$ cat config.mk
export PLATFORM = sky130hd
export DESIGN_NAME = sdd_cell
export DESIGN_NICKNAME = d
export VERILOG_FILES = /design/src/sv/sdd_pkg.sv /design/src/sv/sdd_cell.sv
export SDC_FILE = /design/constraint.sdc
export NUM_CORES = 1
export LEC_CHECK = 0
export ABC_AREA = 1
export BUFFER_PORTS_ARGS = -buffer_cell sky130_fd_sc_hd__buf_2
export CORE_UTILIZATION = 25
export CTS_BUF_LIST = sky130_fd_sc_hd__clkbuf_2 sky130_fd_sc_hd__clkbuf_4 sky130_fd_sc_hd__clkbuf_8
export DETAILED_ROUTE_END_ITERATION = 8
export PLACE_DENSITY = 0.43
export SLEW_MARGIN = 20
export SYNTH_ARGS = -nofsm -noshare
export SYNTH_HDL_FRONTEND = slang
export SYNTH_SLANG_ARGS = --single-unit
$ cat constraint.sdc
create_clock -name clk -period 2.5 [get_ports clk]
set_input_delay 0.5 -clock clk [delete_from_list [all_inputs] [get_ports clk]]
set_output_delay 0.5 -clock clk [all_outputs]
set_load 0.02 [all_outputs]
$ cat src/sv/sdd_pkg.sv
// Shared types and constants for the stream duplicate detector.
package sdd_pkg;

	localparam int CAPACITY_DEF   = 64;
	localparam int VALUE_BITS_DEF = 32;

	// Stream payload widths.
	localparam int IN_DATA_W  = 32;
	localparam int OUT_DATA_W = 8;

	// Result tdata bit positions.
	localparam int OUT_DUP_BIT = 0;
	localparam int OUT_OVF_BIT = 1;

	// Control bits that travel with a value down the chain.
	typedef struct packed {
		logic valid;   // slot holds a request
		logic last;    // final value of the array
		logic hit;     // matched a stored entry upstream
		logic placed;  // already stored in an upstream cell
	} sdd_slot_t;

endpackage

$ cat src/sv/sdd_cell.sv
// One storage cell of the duplicate detector chain.
module sdd_cell #(
	parameter int VALUE_BITS = sdd_pkg::VALUE_BITS_DEF
) (
	input  logic                  clk,
	input  logic                  arst_n,
	input  logic                  adv,
	input  sdd_pkg::sdd_slot_t    ctl_in,
	input  logic [VALUE_BITS-1:0] val_in,
	output sdd_pkg::sdd_slot_t    ctl_out,
	output logic [VALUE_BITS-1:0] val_out
);
	import sdd_pkg::*;

	logic [VALUE_BITS-1:0] stored_q;
	logic                  occupied_q;
	sdd_slot_t             ctl_q;
	logic [VALUE_BITS-1:0] val_q;
	logic                  match;
	logic                  take;

	// cells fill in order, so an empty cell means no match further on
	assign match = occupied_q && (stored_q == val_in);
	assign take  = ctl_in.valid && !occupied_q && !ctl_in.hit && !ctl_in.placed;

	always_ff @(posedge clk or negedge arst_n) begin
		if (!arst_n) begin
			ctl_q      <= '0;
			occupied_q <= 1'b0;
		end else if (adv) begin
			ctl_q.valid  <= ctl_in.valid;
			ctl_q.last   <= ctl_in.last;
			ctl_q.hit    <= ctl_in.hit | (ctl_in.valid & match);
			ctl_q.placed <= ctl_in.placed | take;
			if (ctl_in.valid) begin
				// last value of an array empties the cell behind it
				if (ctl_in.last) begin
					occupied_q <= 1'b0;
				end else if (take) begin
					occupied_q <= 1'b1;
				end
			end
		end
	end

	always_ff @(posedge clk) begin
		if (adv) begin
			val_q <= val_in;
			if (take) begin
				stored_q <= val_in;
			end
		end
	end

	assign ctl_out = ctl_q;
	assign val_out = val_q;

endmodule

* Word level (Yosys, flattened, before mapping)
Index checks and enable logic that the tools add are counted.
** Operators by class
- Div/mod/pow operators :: 0
- Multiplexer cells :: 2
- Shifts and indexed selects :: 0
- $mul :: 0
- $add $sub $neg :: 0
- Equality and inequality tests :: 1
- $lt $le $gt $ge :: 0
- Reductions and logical operators :: 10
- Bitwise logic cells :: 3
** Operators with widths (count)
- $eq 32x32->1 :: 1
- $logic_and 1x1->1 :: 4
- $logic_not 1->1 :: 3
- $reduce_and 3->1 :: 1
- $mux 1 :: 2
- $or 1x1->1 :: 2
- $reduce_and 2->1 :: 1
- $reduce_bool 2->1 :: 1
- $and 1x1->1 :: 1
** Storage, ports and cells
- Register bits :: 69
- Memories kept :: 0
- Input port bits :: 39
- RAM bits :: 0
- ROM bits :: 0
- Bits in latches :: 0
- Word-level logic and storage cells :: 23

* Logic depth before layout (Yosys ltp)
- Depth after elaboration :: 6
- Gate-level depth with buffers :: 10

* Worst setup path before layout
Ideal clock, no wire load.
- Path kind :: in2reg
- Start :: in ctl_in[1] (netlist name)
- End :: reg stored_q[0] (enable)
- Path slack :: -0.039 ns
- Data arrival time :: 2.118 ns
- Library setup time :: 0.421 ns
- Cell stages on the path :: 3
- Data required time :: 2.079 ns
- Path buffers :: 0
- Cells stage by stage :: nor3b_2 -> nand2_1 -> nor2_1
** Between the ends
- Cells in the longest elaborated chain, start to end :: 4
** RTL lines
- from (decl) :: RTL line sdd_cell.sv:8 : input sdd_pkg::sdd_slot_t ctl_in,
- $logic_not 1->1 :: RTL line sdd_cell.sv:24 : assign take = ctl_in.valid && !occupied_q && !ctl_in.hit && !ctl_in.placed;
- $logic_and 1x1->1 (2 in a row) :: RTL line sdd_cell.sv:24
- $reduce_and 2->1 (no source line)
- to (signal assigned) :: RTL line sdd_cell.sv:50 : stored_q <= val_in;
- to (decl) :: RTL line sdd_cell.sv:15 : logic [VALUE_BITS-1:0] stored_q;
Every way passes these cells.
A chain may end at the register's enable or synchronous reset.

* Worst setup path after layout
- Start :: reg occupied_q
- End :: reg stored_q[10] (enable)
** Between the ends
- Cells in the longest elaborated chain, start to end :: 5
** RTL lines
- from (decl) :: RTL line sdd_cell.sv:16 : logic occupied_q;
- from (signal assigned) :: RTL line sdd_cell.sv:29 : occupied_q <= 1'b0;
- from (signal assigned) :: RTL line sdd_cell.sv:38 : occupied_q <= 1'b0;
- from (signal assigned) :: RTL line sdd_cell.sv:40 : occupied_q <= 1'b1;
- $logic_not 1->1 :: RTL line sdd_cell.sv:24
- $logic_and 1x1->1 (3 in a row) :: RTL line sdd_cell.sv:24
- $reduce_and 2->1 (no source line)
Every way passes these cells.

==> out/results.ini <==
[floorplan]
io_pins = 75
start_util_pct = 26.0
dieWidth_um = 106
fp.coreArea_mm2 = 0.0104
rows = 37
dieArea_mm2 = 0.0112
die_h_um = 106

[place]
dp_cells = 423
dp_hpwl_mm = 3.62
io_buffers = 74
routabilityCongestion = 0.687
post-place-ws_ns = 0.672

[clock_tree]
htreeDepth = 3
clock_sinks = 69
cts_tree = done
cts_resized = 0
cts_made_buffers = 9
clk_pin_slew_worst_paths_ns = 0.08
worst_skew_pair.late_latency_ns = 0.35
cts_root_buffer = clkbuf_8
clockBufferDepth = 2

[finish]
area_delta_synth_final_pct = 31.0
final_cell_mix = 74 x buf_2, 64 x edfxtp_1, 52 x nand2_1, 32 x inv_1, 21 x nor2_1
final_common_cell = buf_2
finalNonFillerCells = 440
antenna_cells = 0
final_util_pct = 34.0
drive_above_1_share_pct = 33.6
fillCellCount = 1074
nets = 338

[timing]
maxSlewHeadroom_pct = 69.1
fin_ws_ns = 0.878
layout_min_cycle_time_ns = 1.62
skew_ns = 0.00877
tightest_slew_ns = 0.464
timing.hold.ws_ns = 0.354
hold_viol_final = 0
setup_tns_ns = 0
rsz0062_at_grt = false
slew_violations = 0
fin_crit_sh_pct = 64.9
max_freq_mhz = 617
setup_viol = 0

[pwr]
internal_power_mw = 2.17
p_seq_share_pct = 48.6
power.share.clock_pct = 42.8
p_leak_nw = 1.51
power_density_mw_per_mm2 = 784
pwr-share-comb_pct = 8.6
netSwitchingFraction_pct = 21.5
p_sw_uw = 596
ir_drop_v = 0.000267

[drt]
drtIter0Drc = 60
dr_total_vias = 1693
avgViaCountPerCell = 3.85
post-route-drc-count = 0
wl_mm = 5.09
firstDrtPassIters = 4
antenna_left = 0
wl_per_cell_um = 11.6

[global_route]
grt_pass1_wl_mm = 8.05
overflow = 0
grt_max_degree = 37
grt_pass1_vias = 1654
antenna_found_initial = 0
track_usage_pct = 9.80

[yosys]
synth_top_area_share_pct = 71.3
synth_cells = 211
synth_cell_types = 17
yosysSeqAreaShare_pct = 76.0
yosys_warnings = 0
yosys.area.top_type = edfxtp_1
ys_ff_latch = 69
syn_nets = 250
yosys-top-cells-area = edfxtp_1 71%, nand2_1 7.2%, dfrtp_1 4.6%
avgSynthCellArea_um2 = 12.8
synthesis.area_mm2 = 0.00270

[outcome]
status = complete, no violations

[worst_hold_path]
min-delay-path-class = in2reg

[worst_setup_path]
worstPathArrival_ns = 1.61
crit_type = reg2reg
path_max_fanout = 32
critPathRequiredTime_ns = 2.49
worstSetupEndpointType = register
critPathLaunchType = register

[run]
cap_violations = 0

## metal layers
layer | vias up | wire length, µm | track usage [%]
met5 | - | 0 | 0
met4 | 0 | 114 | 5.06
met3 | 8 | 284 | 3.90
met2 | 47 | 2290 | 14.7
met1 | 769 | 2400 | 12.1
li1 | 869 | - | -
## registers in the layout, summed over array words and instances (netlist names)
| register | count |
|---|---|
| val_out | 32 |
| ctl_out | 4 |
| stored_q | 32 |
| occupied_q | 1 |
## critical path: stages (launching register included)
cell and delay [ns]:
dfrtp_1 0.42, nor3b_2 0.22, nand2_1 0.14, nor2_4 0.10, buf_4 0.39
## through the flow
stage          cell area (µm²)  power [mW]
6_report                  3530        2.77
5_1_grt                   3530        2.89
4_1_cts                   3530        2.82
3_5_place_dp              3260        1.61
3_3_place_gp              3260        1.61
2_1_floorplan             2700        1.49
## Yosys cell counts, drive strengths merged
library cell / number
xor2: 2
dfrtp: 5
or2: 7
a21oi: 2
nand4: 3
nor2: 22
inv: 32
nand3: 7
a31oi: 1
o21ai: 3
nor3b: 1
nor3: 1
xnor2: 9
nand2: 52
edfxtp: 64
## cell type report
class / instances / area, µm² / area share (%)
multi-input cells: 110 / 536 / 15.2
repair buffers: 77 / 395 / 11.2
well taps: 136 / 170 / 4.82
clock inverters: 7 / 138 / 3.90
inverters: 32 / 120 / 3.40
flip-flops and latches: 69 / 2050 / 58.0
clock buffers: 9 / 124 / 3.51
## cells by family after synthesis
group	after synthesis	synth area share (%)
buffers and inverters	32	4.46
AOI/OAI and AO/OA	6	1.44
xor gates and xnor gates	11	3.58
DFF	69	76.0
and+or+nand+nor	93	14.6
## timing repair
action / in CTS / in global routing
endpoints found under the setup margin: 0 / 0
endpoints found under the hold margin: 5 / 0
hold buffers: 1 / 0
buffers inserted: 0 / 0
## power groups by stage
| stage | clock, mW | combinational, mW | sequential (mW) |
|---|---|---|---|
| 2_1_floorplan | 0 | 0.0556 | 1.44 |
| 3_3_place_gp | 0 | 0.241 | 1.37 |
| 3_5_place_dp | 0 | 0.242 | 1.37 |
| 4_1_cts | 1.23 | 0.244 | 1.35 |
| 5_1_grt | 1.28 | 0.261 | 1.35 |
| 6_report | 1.18 | 0.237 | 1.35 |
## worst paths after layout
kind,from,slack [ns],cells past startpoint,endpoint
worst min-delay path,val_in[21],0.35,1,stored_q[21]
worst max-delay path,occupied_q,0.88,4,stored_q[10]
max in group asynchronous,arst_n,1.86,2,ctl_out[1]
worst max register to register,occupied_q,0.88,4,stored_q[10]
min in group asynchronous,arst_n,0.50,2,ctl_out[3]
worst min register to register,ctl_out[3],0.48,2,ctl_out[3]
Power figures use the tool's default switching activity.
